--- config.mk ---
export PLATFORM = sky130hd
export DESIGN_NAME = lemq_mul
export DESIGN_NICKNAME = d
export VERILOG_FILES = /design/src/hdl/lemq_pkg.sv /design/src/hdl/lemq_mul.sv
export SDC_FILE = /design/constraint.sdc
export NUM_CORES = 2
export LEC_CHECK = 0
export BUFFER_PORTS_ARGS = -buffer_cell sky130_fd_sc_hd__buf_2
export CAP_MARGIN = 20
export CORE_UTILIZATION = 53
export DETAILED_ROUTE_END_ITERATION = 12
export HOLD_SLACK_MARGIN = 0.02
export PLACE_DENSITY_LB_ADDON = 0.3
export SKIP_LAST_GASP = 1
export SYNTH_ARGS = -nofsm -noshare
export SYNTH_HDL_FRONTEND = slang
export SYNTH_SLANG_ARGS = --single-unit
--- constraint.sdc ---
create_clock -name clk -period 18 [get_ports clk]
set_input_delay 0.9 -clock clk [delete_from_list [all_inputs] [get_ports clk]]
set_output_delay 0.9 -clock clk [all_outputs]
set_load 0.03 [all_outputs]
--- src/hdl/lemq_pkg.sv ---
// ----------------------------------------------------------------------------
// lemq_pkg: shared types and constants for the line envelope block
// Table geometry, field widths, status codes and the sequencer state type.
// ----------------------------------------------------------------------------
package lemq_pkg;

  // Table geometry.
  localparam int MAX_LINES = 64;
  localparam int IDX_W     = $clog2(MAX_LINES);
  localparam int CNT_W     = $clog2(MAX_LINES + 1);

  // Field widths. Stored coefficients carry one extra bit for a negated -2^31.
  localparam int COEF_W  = 32;
  localparam int LINE_W  = COEF_W + 1;
  localparam int WORD_W  = 2 * LINE_W;
  localparam int DIFF_W  = LINE_W + 1;
  localparam int PROD_W  = 2 * DIFF_W;
  localparam int VALUE_W = 64;
  localparam int STAT_W  = 2;

  // Request codes.
  localparam logic REQ_INSERT = 1'b0;
  localparam logic REQ_QUERY  = 1'b1;

  // Status codes.
  localparam logic [STAT_W-1:0] STAT_OK    = 2'd0;
  localparam logic [STAT_W-1:0] STAT_EMPTY = 2'd1;
  localparam logic [STAT_W-1:0] STAT_FULL  = 2'd2;

  // Sequencer states.
  typedef enum logic [4:0] {
    ST_IDLE,
    ST_POS_RD,
    ST_POS_CHK,
    ST_PREV_RD,
    ST_PREV_LD,
    ST_SUCC_CHK,
    ST_SUCC_RD0,
    ST_SUCC_RD1,
    ST_SUCC_LD,
    ST_PRED_CHK,
    ST_PRED_RD0,
    ST_PRED_RD1,
    ST_PRED_LD,
    ST_TST0,
    ST_TST1,
    ST_TST2,
    ST_SIZE,
    ST_CPY_RD,
    ST_CPY_WR,
    ST_PUT,
    ST_Q_RD,
    ST_Q_MUL,
    ST_Q_ACC,
    ST_DONE
  } state_t;

  // Which loop a dominance test returns to.
  typedef enum logic [1:0] {
    CTX_MID,
    CTX_SUCC,
    CTX_PRED
  } ctx_t;

endpackage

--- src/hdl/lemq_mul.sv ---
// ----------------------------------------------------------------------------
// lemq_mul: shared signed multiplier with a registered product
// Serves both the cross-multiplication tests and the query evaluation.
// ----------------------------------------------------------------------------
module lemq_mul import lemq_pkg::*; (
  input  logic                     clk,
  input  logic signed [DIFF_W-1:0] op_x,
  input  logic signed [DIFF_W-1:0] op_y,
  output logic signed [PROD_W-1:0] prod_r
);

  // One exact product per cycle.
  always_ff @(posedge clk) begin
    prod_r <= op_x * op_y;
  end

endmodule

### After elaboration in Yosys (flattened, before gate mapping)

Index checks and enable logic that the tools add are counted.

* add/subtract/negate cells: 0
* multipliers: 1
* bitwise logic cells: 0
* mux-type cells: 0
* magnitude comparators: 0
* divide/modulo/power cells: 0
* eq/ne operators: 0
* reduce and logical (&&, ||, !) cells: 0
* shifts and indexed selects: 0

Operators with widths (number)
* 34-bit by 34-bit multiplier with 68-bit output: 1

* logic and storage cells: 2
* bits in latches: 0
* output and inout port bits: 68
* register bits: 68
* RAM bits: 0
* memory bits (read-only): 0
* memories kept: 0

### Depth between registers and ports, before layout

* depth after elaboration: 1
* gate-level depth with buffers: 31

### Least setup slack after synthesis

OpenSTA, ideal clock, no wires.

* path kind: input -> register
* from: input op_x[33]
* to: register prod_r[65]
* setup slack: 9.610 ns
* path buffers: 2
* stages: 24
* data required time: 17.928 ns
* arrival: 8.318 ns
* path through: clkbuf_1 nand2_1 inv_1 fa_1 fa_1 fa_1 fa_1 inv_1 fa_1 fa_1 fa_1 fa_1 inv_1 ha_1 clkdlybuf4s50_2 nand3_1 or2_2 nor2_1 a221oi_1 o21ai_0 a31oi_2 nor2_2 o41ai_2 xnor2_1

* longest elaborated chain between the ends: 1

Ends and longest elaborated chain
* from (decl): line lemq_mul.sv:7 `input logic signed [DIFF_W-1:0] op_x,`
* 34-bit by 34-bit multiplier with 68-bit output: line lemq_mul.sv:14 `prod_r <= op_x * op_y;`
* to (signal assigned): line lemq_mul.sv:14
* to (decl): line lemq_mul.sv:9 `output logic signed [PROD_W-1:0] prod_r`

No other way between the ends.

### Worst setup path in the final report

* from: input op_x[33]
* to: register prod_r[66]

Same word-level chain as after synthesis.

==> impl.org <==
** Global route
- The number of antenna violations at the first check in global routing came to 10.
- Entering global routing, the biggest net connects 35 pins.
- Final global-route overflow total :: 0
- The number of global-route vias before repair was 32520.
- First-pass GRT wire length :: about 180000 microns
- Global-route total usage across every layer :: 0.2940

** Finish
- Count of filler cells inserted in the layout :: between 7000 and 8000
- Area of the multi-input gates :: between 0.03 and 0.04 sq mm
- The register with the most flip-flops in the layout has 68 of them.
- The net count of the finished layout is roughly 6000.
- Area growth from synthesis to layout :: 3.847%
- Of the cells placed in the final design, the portion with a size suffix greater than 1 is 0.04704.
- Sequential cell area :: between 0.001 and 0.0015 sq mm
- In the final layout, the registers with the most flip-flops are prod_r (68).
- The register with the most flip-flops in the final layout is prod_r.

** Synthesis
- The synthesized netlist contains 69 unique library cells.
- Synth Area per Inst :: between 9 and 10 sq um
- For this run, the leading register cell type out of synthesis is dfxtp_1.
- When the netlist entered floorplanning its net count stood at 6068.
- During synthesis, Yosys emitted a total of 0 warnings.
- For this run, asynchronously set or reset flops after synthesis account for 0.
- In this run the cell area of the synthesized design comes to between 0.04 and 0.05 sq mm.
- The share of the Yosys chip area taken by registers is 0.03164.
- Number of enable flip-flop cells after synthesis :: 0
- Number of instances in the synthesized netlist :: 4554
- After synthesis the netlist holds a flip-flop and latch count of slightly below 70.

** CTS
- The H-tree was split into 3 levels.
- TritonCTS created 9 clock buffers.
- Hold repair after CTS inserted 0 buffers.
- Clock tree root driver cell :: clkbuf_16
- Number of gates resized after CTS :: 0
- After clock tree synthesis, the setup repair step added 0 buffers.
- Clock-pin slew was measured on the worst setup and hold paths at about 0.07 ns.
- Clock sink count :: 68
- TritonCTS built the clock tree.
- Maximum buffer depth of the clock tree :: 2

** Floorplan
- Initial standard-cell utilization of the core :: 0.5351
- Die Height :: 286.9 microns
- The floorplan step defined a die boundary enclosing around 0.082 sq mm.
- Row generation in the floorplan step produced ~100 rows.
- Floorplan Core Area :: between 0.08 and 0.09 sq mm
- In this run the count of I/O pins placed on the die edge is 137.
- Die width :: between 200 and 300 microns

** Worst setup path
- By startpoint and endpoint, the worst setup path is classified as primary input to register.
- The worst setup path is captured at a register.
- Data arrival time at the worst-slack endpoint :: just over 9 ns
- STA classifies the critical path startpoint as a primary input.
- Crit path required time :: roughly 18 ns
- Critical Path Fanout Max :: 34
- Critical path origin :: op_x[33]

** STA
- Derived from the worst setup path, the maximum achievable clock frequency is between 100 and 150 MHz.
- Worst relative slew slack :: 0.2526
- The number of pins exceeding their max-slew limit in the final report is 0.
- Share of the clock period used by the worst path :: 0.4974
- Final Hold Violating Endpoints :: 0
- Total setup violations reported at the end of the flow :: 0
- Setup repair after global routing left no endpoint under its margin.
- Min cycle time layout :: between 8 and 9 ns
- For the pin with the worst max-slew slack, the measured transition is roughly 1.1 ns.
- Sum of negative setup slack :: 0 ns

** Routing
- After detailed routing, the number of remaining DRC violations is 0.
- The routed design has 111900 microns of wire.
- In the final routed layout, each cell accounts on average for 20.09 microns.
- The detailed router placed 29600 vias in this run.
- Count of routing violations after the opening detailed-route iteration :: approximately 1800
- In this run the remaining antenna-violating nets after routing total 0.
- Detailed-route vias per instance :: approximately 5.3
- Before antenna repair, the detailed router went through 5 iterations.

** Outcome
- Run status :: completed

** Worst hold path
- The worst hold path belongs to the class primary input to register.
- Startpoint of the most critical hold path :: op_y[0]

** Flow run
- The tool flagged a number of max-cap violations equal to 0.

** Placement
- The HPWL after detailed placement is around 86000 microns.
- At the end of routability-driven placement, the weighted congestion stood at 0.9023.
- In this run the tool buffered the top-level ports with 136 buffer cells.
==> final timing paths <==
path              cells after the start            endpoint
hold / removal                        2   prod_r[0]$_DFF_P_
setup / recovery                     21  prod_r[66]$_DFF_P_
==> cell usage after synthesis, drive strengths merged, types with 3 or more instances <==
| library cell | number | area (sq um) |
|---|---|---|
| nor3 | 5 | 25.02 |
| a211o | 3 | 27.53 |
| dfxtp | 68 | 1361 |
| o211ai | 3 | 22.52 |
| a21o | 37 | 277.8 |
| nor2 | 56 | 215.2 |
| a211oi | 7 | 57.55 |
| clkbuf | 217 | 820.8 |
| a21oi | 63 | 322.8 |
| a31oi | 10 | 90.08 |
| nand4 | 11 | 68.82 |
| fa | 1241 | 24840 |
| nor2b | 9 | 56.30 |
| o21bai | 12 | 90.09 |
| inv | 1231 | 4621 |
| nand3 | 11 | 55.05 |
| a221oi | 4 | 41.29 |
| ha | 204 | 2552 |
| nand2 | 542 | 2034 |
| o41ai | 6 | 75.08 |
| o21ai | 41 | 224.0 |
| xor2 | 23 | 201.4 |
| nand2b | 20 | 125.1 |
| and3 | 8 | 53.80 |
| buf | 9 | 58.81 |
| o21a | 4 | 30.03 |
| and2 | 623 | 3900 |
| xnor2 | 56 | 490.5 |
| or2 | 4 | 25.02 |
==> metrics by stage <==
step,instances,util,cell area [sq um],hold WS [ns],setup WS [ns]
finish,5569,0.5556,44680,1.129,9.047
detailed placement,5551,0.5515,44350,1.333,8.616
CTS,5567,0.5556,44680,1.113,9.048
floorplan,4554,-,43030,1.027,9.610
global placement,5551,0.5515,44350,1.333,8.780
global route,5567,0.5556,44680,1.151,8.557
==> cell type report <==
class                           instances  area share
Clock inverter                          5    0.001876
Inverter                             1232      0.1035
Multi-Input combinational cell       3026      0.8088
Tap cell                             1060     0.02968
Clock buffer                           11    0.005432
Timing Repair Buffer                  165     0.02011
Antenna cell                            2   0.0001120
Sequential cell                        68     0.03047
==> logic make-up (layout without fill, tap and decap cells) <==
group	after synthesis	in the layout	share of synthesized area
AOI/OAI and AO/OA	206	206	0.03347
and+or+nand+nor	1296	1296	0.1537
DFF	68	68	0.03164
buffers and inverters	1460	1413	0.1284
xor gates and xnor gates	79	79	0.01608
other	0	2	0
adders and majority gates	1445	1445	0.6367
==> worst max-delay path, cell delays in order <==
cell,delay (ns)
buf_2,0.60
nand2_1,0.21
inv_1,0.17
fa_1,0.54
fa_1,0.66
fa_1,0.69
fa_1,1.28
fa_1,0.58
fa_1,0.50
fa_1,0.50
inv_1,0.05
fa_1,0.47
inv_1,0.04
ha_1,0.37
and2_1,0.26
nand2_1,0.10
o41ai_1,0.56
a31oi_4,0.09
o31ai_4,0.37
a221oi_2,0.11
xnor2_1,0.13
==> cells in the final DEF (no fill, tap or decap), drive strengths merged, types with 3 or more instances in the layout <==
cell	Yosys	routed
a211o	3	3
a211oi	7	7
a21o	37	37
a21oi	63	63
a221oi	4	4
a31oi	10	10
and2	623	623
and3	8	8
buf	9	165
clkbuf	217	11
dfxtp	68	68
fa	1241	1241
ha	204	204
inv	1231	1232
nand2	542	542
nand2b	20	20
nand3	11	11
nand4	11	11
nor2	56	56
nor2b	9	9
nor3	5	5
o211ai	3	3
o21a	4	4
o21ai	41	41
o21bai	12	12
o41ai	6	6
or2	4	4
xnor2	56	56
xor2	23	23
==> metal layers <==
layer  global-route usage  wire [microns]  vias to the layer above  part of all wire
met5                    0              73                        -           0.00065
met4              0.09282            3718                       12             0.033
met3              0.04857            7872                      232             0.070
met2               0.4781           53960                     1077              0.48
met1               0.4045           46280                    15610              0.41
li1                     -               -                    12670                 -
Power is not shown: default switching activity piles up to over one toggle a cycle in this logic, so the estimate is an artifact.
